[config.mk]
export PLATFORM = sky130hd
export DESIGN_NAME = length_prefixed_doc_splitter
export DESIGN_NICKNAME = d
export VERILOG_FILES = /design/src/sv/ldsplit_pkg.sv /design/src/sv/length_prefixed_doc_splitter.sv
export SDC_FILE = /design/constraint.sdc
export NUM_CORES = 1
export LEC_CHECK = 0
export ABC_CLOCK_PERIOD_IN_PS = 5000
export BUFFER_PORTS_ARGS = -buffer_cell sky130_fd_sc_hd__buf_2
export CAP_MARGIN = 20
export CORE_MARGIN = 8
export CORE_UTILIZATION = 61
export DETAILED_ROUTE_END_ITERATION = 16
export PLACE_DENSITY_LB_ADDON = 0.15
export SYNTH_ARGS = -nofsm -noshare
export SYNTH_HDL_FRONTEND = slang
export SYNTH_SLANG_ARGS = --single-unit
[constraint.sdc]
create_clock -name clk -period 5 [get_ports clk]
set_input_delay 1 -clock clk [delete_from_list [all_inputs] [get_ports clk]]
set_output_delay 1 -clock clk [all_outputs]
set_load 0.02 [all_outputs]
[src/sv/ldsplit_pkg.sv]
package ldsplit_pkg;

  // Header layout and the shortest legal document (header plus body)
  localparam int unsigned HDR_BYTES = 4;
  localparam int unsigned MIN_DOC_LEN = 9;
  localparam int unsigned MB_SHIFT = 20;

  localparam int unsigned SPLIT_MB_W = 11;
  localparam int unsigned STATUS_W = 3;

  localparam logic [SPLIT_MB_W-1:0] SPLIT_MB_RESET = 11'd1;

  // Status codes carried on the result channel
  localparam logic [STATUS_W-1:0] ST_OK        = 3'd0;
  localparam logic [STATUS_W-1:0] ST_CLEAN_END = 3'd1;
  localparam logic [STATUS_W-1:0] ST_TRUNC_HDR = 3'd2;
  localparam logic [STATUS_W-1:0] ST_LEN_SHORT = 3'd3;
  localparam logic [STATUS_W-1:0] ST_TRUNC_DOC = 3'd4;

endpackage

[src/sv/length_prefixed_doc_splitter.sv]
// Splits a byte stream of length-prefixed documents (4-byte little-endian
// length that counts itself) into numbered splits. Header bytes one to three
// are held back and produce no result; when the fourth arrives the length is
// checked, and a negative length or one below 9 gives a single status request
// (length too short) and halts the block. A valid header is sent as four byte
// requests, then each body byte as one request tagged with the split number.
// On the last byte of a document the split byte count is compared against
// split_size_mb * 2^20 and, when strictly greater, the split closes and the
// next bytes belong to the next split. An end_of_input request gives one status
// request (clean end, truncated header or truncated document) and halts; bytes
// of a truncated document have already gone out and must be discarded. After a
// halt every input request is taken and dropped until reset. Rate: one input
// byte per cycle while the output advances, except the fourth header byte,
// which closes the input side while the other header bytes drain, one per
// cycle as the output advances, through the single output register; results
// use it, so input is taken in the same cycle the previous result is taken.
module length_prefixed_doc_splitter (
  input  logic                                 clk,
  input  logic                                 rst,
  input  logic                                 cfg_wr_en,
  input  logic [ldsplit_pkg::SPLIT_MB_W-1:0]   cfg_wr_data,
  input  logic                                 in_valid,
  output logic                                 in_ready,
  input  logic [7:0]                           in_byte,
  input  logic                                 end_of_input,
  output logic                                 out_valid,
  input  logic                                 out_ready,
  output logic [7:0]                           out_byte,
  output logic                                 byte_valid,
  output logic [31:0]                          split_number,
  output logic                                 doc_last,
  output logic                                 split_close,
  output logic [31:0]                          docs_in_split,
  output logic [ldsplit_pkg::STATUS_W-1:0]     status,
  output logic                                 run_last
);

  typedef enum logic [1:0] {PH_HEADER, PH_BODY, PH_HALT} phase_t;

  typedef struct packed {
    logic [7:0]                       out_byte;
    logic                             byte_valid;
    logic [31:0]                      split_number;
    logic                             doc_last;
    logic                             split_close;
    logic [31:0]                      docs_in_split;
    logic [ldsplit_pkg::STATUS_W-1:0] status;
    logic                             run_last;
  } result_t;

  logic [ldsplit_pkg::SPLIT_MB_W-1:0] split_size_mb;
  phase_t      phase, phase_next;
  logic [23:0] header_held, header_held_next;
  logic [1:0]  header_count, header_count_next;
  logic [1:0]  hdr_pend, hdr_pend_next;
  logic [30:0] body_remaining, body_remaining_next;
  logic [32:0] split_bytes, split_bytes_next;
  logic [31:0] split_index, split_index_next;
  logic [31:0] doc_count, doc_count_next;

  result_t res;
  logic    emit;
  logic    adv;
  logic    fire_in;

  logic [31:0] hdr_len;
  logic [30:0] rem_dec;
  logic [32:0] bytes_inc;
  logic [32:0] limit;
  logic        close_now;
  logic [31:0] docs_inc;

  // Output register can take a new request when empty or being drained
  assign adv      = out_ready || !out_valid;
  assign in_ready = (hdr_pend == 2'd0) && adv;
  assign fire_in  = in_valid && in_ready;

  assign hdr_len   = {in_byte, header_held};
  assign rem_dec   = body_remaining - 31'd1;
  assign bytes_inc = split_bytes + 33'd1;
  assign limit     = {2'b00, split_size_mb, 20'h00000};
  assign close_now = bytes_inc > limit;
  assign docs_inc  = doc_count + 32'd1;

  // Next state and the result request for this cycle
  always_comb begin
    phase_next          = phase;
    header_held_next    = header_held;
    header_count_next   = header_count;
    hdr_pend_next       = hdr_pend;
    body_remaining_next = body_remaining;
    split_bytes_next    = split_bytes;
    split_index_next    = split_index;
    doc_count_next      = doc_count;
    emit                = 1'b0;
    res                 = '0;
    res.split_number    = split_index;
    res.run_last        = 1'b1;
    if (hdr_pend != 2'd0) begin
      // Drain the held header bytes, one per cycle while the output advances
      if (adv) begin
        emit             = 1'b1;
        res.out_byte     = header_held[7:0];
        res.byte_valid   = 1'b1;
        res.run_last     = (hdr_pend == 2'd1);
        header_held_next = {8'h00, header_held[23:8]};
        hdr_pend_next    = hdr_pend - 2'd1;
      end
    end else if (fire_in && phase != PH_HALT) begin
      if (end_of_input) begin
        emit       = 1'b1;
        phase_next = PH_HALT;
        if (phase == PH_BODY) begin
          res.status = ldsplit_pkg::ST_TRUNC_DOC;
        end else if (header_count == 2'd0) begin
          res.status = ldsplit_pkg::ST_CLEAN_END;
        end else begin
          res.status = ldsplit_pkg::ST_TRUNC_HDR;
        end
      end else if (phase == PH_HEADER) begin
        if (header_count != 2'd3) begin
          // Hold header bytes one to three
          case (header_count)
            2'd0:    header_held_next[7:0]   = in_byte;
            2'd1:    header_held_next[15:8]  = in_byte;
            default: header_held_next[23:16] = in_byte;
          endcase
          header_count_next = header_count + 2'd1;
        end else begin
          emit              = 1'b1;
          header_count_next = 2'd0;
          if (hdr_len[31] || hdr_len < 32'(ldsplit_pkg::MIN_DOC_LEN)) begin
            res.status       = ldsplit_pkg::ST_LEN_SHORT;
            phase_next       = PH_HALT;
            header_held_next = '0;
          end else begin
            // Send the first header byte now, queue the other three
            res.out_byte        = header_held[7:0];
            res.byte_valid      = 1'b1;
            res.run_last        = 1'b0;
            header_held_next    = {in_byte, header_held[23:8]};
            hdr_pend_next       = 2'd3;
            split_bytes_next    = split_bytes + 33'(ldsplit_pkg::HDR_BYTES);
            body_remaining_next = hdr_len[30:0] - 31'(ldsplit_pkg::HDR_BYTES);
            phase_next          = PH_BODY;
          end
        end
      end else begin
        // Body byte; on the last one close out the document
        emit                = 1'b1;
        res.out_byte        = in_byte;
        res.byte_valid      = 1'b1;
        split_bytes_next    = bytes_inc;
        body_remaining_next = rem_dec;
        if (rem_dec == 31'd0) begin
          res.doc_last      = 1'b1;
          res.split_close   = close_now;
          res.docs_in_split = docs_inc;
          phase_next        = PH_HEADER;
          if (close_now) begin
            split_index_next = split_index + 32'd1;
            split_bytes_next = '0;
            doc_count_next   = '0;
          end else begin
            doc_count_next = docs_inc;
          end
        end
      end
    end
  end

  // Control state, configuration and output register
  always_ff @(posedge clk) begin
    if (rst) begin
      split_size_mb  <= ldsplit_pkg::SPLIT_MB_RESET;
      phase          <= PH_HEADER;
      header_held    <= '0;
      header_count   <= '0;
      hdr_pend       <= '0;
      body_remaining <= '0;
      split_bytes    <= '0;
      split_index    <= 32'd1;
      doc_count      <= '0;
      out_valid      <= 1'b0;
    end else begin
      if (cfg_wr_en) begin
        split_size_mb <= cfg_wr_data;
      end
      phase          <= phase_next;
      header_held    <= header_held_next;
      header_count   <= header_count_next;
      hdr_pend       <= hdr_pend_next;
      body_remaining <= body_remaining_next;
      split_bytes    <= split_bytes_next;
      split_index    <= split_index_next;
      doc_count      <= doc_count_next;
      if (emit) begin
        out_valid <= 1'b1;
      end else if (out_ready) begin
        out_valid <= 1'b0;
      end
    end
  end

  // Result payload needs no reset
  always_ff @(posedge clk) begin
    if (emit) begin
      out_byte      <= res.out_byte;
      byte_valid    <= res.byte_valid;
      split_number  <= res.split_number;
      doc_last      <= res.doc_last;
      split_close   <= res.split_close;
      docs_in_split <= res.docs_in_split;
      status        <= res.status;
      run_last      <= res.run_last;
    end
  end

  // Input stays closed while header bytes drain, and the output holds one
  a_pend_blocks_input: assert property (@(posedge clk) disable iff (rst)
    (hdr_pend != 2'd0) |-> (!in_ready && out_valid && !run_last))
    else $error("input open or run ended while header bytes pending");

  // A status result never carries a byte and always ends its run
  a_status_shape: assert property (@(posedge clk) disable iff (rst)
    (out_valid && status != ldsplit_pkg::ST_OK) |-> (run_last && !byte_valid && !doc_last))
    else $error("status result with byte or without run end");

  // Halt is final until reset
  a_halt_sticks: assert property (@(posedge clk) disable iff (rst)
    (phase == PH_HALT) |=> (phase == PH_HALT))
    else $error("left halt without reset");

  // Header drain starts only from a valid fourth header byte
  a_pend_start: assert property (@(posedge clk) disable iff (rst)
    ($past(hdr_pend) == 2'd0 && hdr_pend != 2'd0) |-> (phase == PH_BODY && hdr_pend == 2'd3))
    else $error("header drain started outside a valid header");

endmodule
==> metrics.cfg <==
[routing]
firstDrtPassIters = 6
viasPerCell = 6.357
initialDrtViolationCount = 1121
wl_um = 39040
dr_total_vias = 13210
wire_per_inst_um = 18.79
drcViolationCount = 0
detail-route-antenna-nets = 0

[grt]
grt_pass1_wl_um = 62510
grt_overflow = 0
antenna_found_initial = 0
grt_usage_pct = 26.38
grt_max_degree = 80
grt_pass1_vias = 12060

[die]
die_area_um2 = 28150
die_w_um = 167.8
fp.dieH_um = 167.8
core_um2 = 22640
start_util_pct = 62.08
placementRows = 55
ios = 106

[timing]
rsz0062_at_grt = no
min_period_ps = 4666
skew_ps = 12.91
fin_setup_tns_ps = 0
finalHoldViolCount = 0
slew_headroom_pct = 32.18
fin_crit_sh_pct = 93.31
max_slew.worst_pin.slew_ps = 1017
fmax_ghz = 0.2143
setup-violations-final = 0
drv_slew = 0

[clock_tree]
cts-hold-fix-buffers = 0
cts_max_path_buffers = 3
root_buffer = clkbuf_16
htree_levels = 1
cts_tree = yes
clk_pin_slew_ps = 60
clock_latency_ps = 560
clock_sinks = 249
cts_buffers = 27

[synthesis]
syn_area_per_cell_um2 = 8.267
synthFlopType = dfxtp_1
synth-edff-count = 79
yosysSeqAreaShare_pct = 41.09
synth.cell_area_um2 = 14050
ys_seq_elements = 249
syn-num-nets = 1751
synth.distinct_cells = 77
yosysWarnings = 0
syn_inst = 1700
async_reset_ff_share_pct = 0

[cells_and_area]
syn_to_final_growth_pct = 12.61
final_common_cell = nor2_1
layout.nets = 1823
drive_above_1_share_pct = 13.39
antennaDiodeCount = 0
fin_util_pct = 69.90
fillers = 1777
seq_area_um2 = 5781
multi_input_area_um2 = 7730
final_cell_mix = nor2_1 (206), dfxtp_1 (166), nand2_1 (146), a21oi_1 (144), o21ai_0 (120)

[power_and_ir_drop]
p_leak_nw = 5.565
ir_drop_v = 0.0004196
power_density_nw_per_um2 = 467.3

[flow_run]
drv_cap = 0

[critical_path]
endpoint_kind = flop
worstPathArrival_ps = 5140
crit_fanout = 15
worstPathRequired_ps = 5480
crit_type = flop to flop
critPathLaunchType = flop

[placement]
place.gp.congestion = 0.9515
dp_hpwl_um = 27370
portBuffers = 105

[outcome]
status = finished clean

[min_path]
hold_path.class = flop to flop

worst max-delay path, stage by stage (launching register included):
cell and delay [ps]:
dfxtp_1 490, nand2_1 210, or4_1 630, nor2_1 190, nand2_1 160, nor2_1 180
xor2_1 110, ha_1 310, nand4_1 130, or4_1 540, nor4_1 170, nand4_1 120
o22ai_1 180, o211ai_1 120, buf_4 200, buf_4 190, or4_1 500, a21oi_1 160
sequential cells by signal (all words and copies together), names as in the netlist:
name            flops
out_byte            8
header_held        24
doc_last            1
status              3
phase               2
split_close         1
doc_count          32
split_index        32
header_count        2
split_number       32
body_remaining     31
hdr_pend            2
docs_in_split      32
out_valid           1
byte_valid          1
split_size_mb      11
run_last            1
split_bytes        33
path summary, 6_finish.rpt:
kind	endpoint	slack (ps)	startpoint	depth (start not counted)
worst max-delay path	doc_count[30]	330	split_bytes[12]	17
worst min-delay path	split_number[31]	460	split_index[31]	0
worst min register to register	split_number[31]	460	split_index[31]	0
worst max register to register	doc_count[30]	330	split_bytes[12]	17
through the flow:
| step | setup WS (ps) | instances | power (mW) | cell area [um2] | hold slack (ps) |
|---|---|---|---|---|---|
| after global placement | 225.8 | 2026 | 5.273 | 14870 | 433.7 |
| after detailed placement | 88.33 | 2026 | 5.318 | 14870 | 437.4 |
| after CTS | 45.64 | 2076 | 7.398 | 15810 | 455.7 |
| after floorplan | 559.1 | 1700 | 4.588 | 14050 | 417.2 |
| final | 334.5 | 2078 | 7.396 | 15830 | 455.8 |
| after global routing | 11.50 | 2078 | 7.749 | 15830 | 464.8 |
synthesized netlist by cell type (35+ instances only):
cell	instances	share of area (%)
nor2_1	207	5.5
dfxtp_1	170	24
nand2_1	148	4.0
a21oi_1	145	5.2
o21ai_0	120	4.3
clkbuf_1	93	2.5
edfxtp_1	79	17
nand3_1	74	2.6
nor3_1	72	2.6
xnor2_1	54	3.4
nand4_1	40	1.8
nor4_1	35	1.6
xor2_1	35	2.2
cells by family (layout without fill, tap and decap cells):
group | count (synthesis) | after routing | share of synthesized area (%)
buffers and inverters | 145 | 238 | 4.193
muxes | 16 | 16 | 1.148
xor gates and xnor gates | 89 | 89 | 5.546
AOI/OAI and AO/OA | 420 | 420 | 18.16
DFF | 249 | 249 | 41.09
and+or+nand+nor | 755 | 755 | 27.54
adders and majority gates | 26 | 26 | 2.315
area by class of cell:
class	instances	share of cell area (%)
Multi-Input combinational cell	1306	48.84
Tap cell	285	2.253
Inverter	34	0.8064
Clock inverter	19	1.423
Timing Repair Buffer	154	5.661
Clock buffer	31	4.490
Sequential cell	249	36.52
per-layer routing:
| layer | global-route usage (%) | vias to the layer above | wire length [um] |
|---|---|---|---|
| met1 | 35.68 | 6179 | 17280 |
| met4 | 8.346 | 0 | 1043 |
| met3 | 4.069 | 80 | 3036 |
| met2 | 42.77 | 542 | 17690 |
| li1 | - | 6408 | - |
| met5 | 0 | - | 0 |
power breakdown:
| group | internal [mW] | switching, mW |
|---|---|---|
| sequential | 2.62 | 0.239 |
| combinational | 0.774 | 1.67 |
| clock | 1.24 | 0.851 |
repair_timing:
action                                  in CTS  in global routing
endpoints found under the setup margin       0                 88
gates resized for setup                      0                  4
buffers inserted                             0                  1
(Power assumes the default switching activity.)
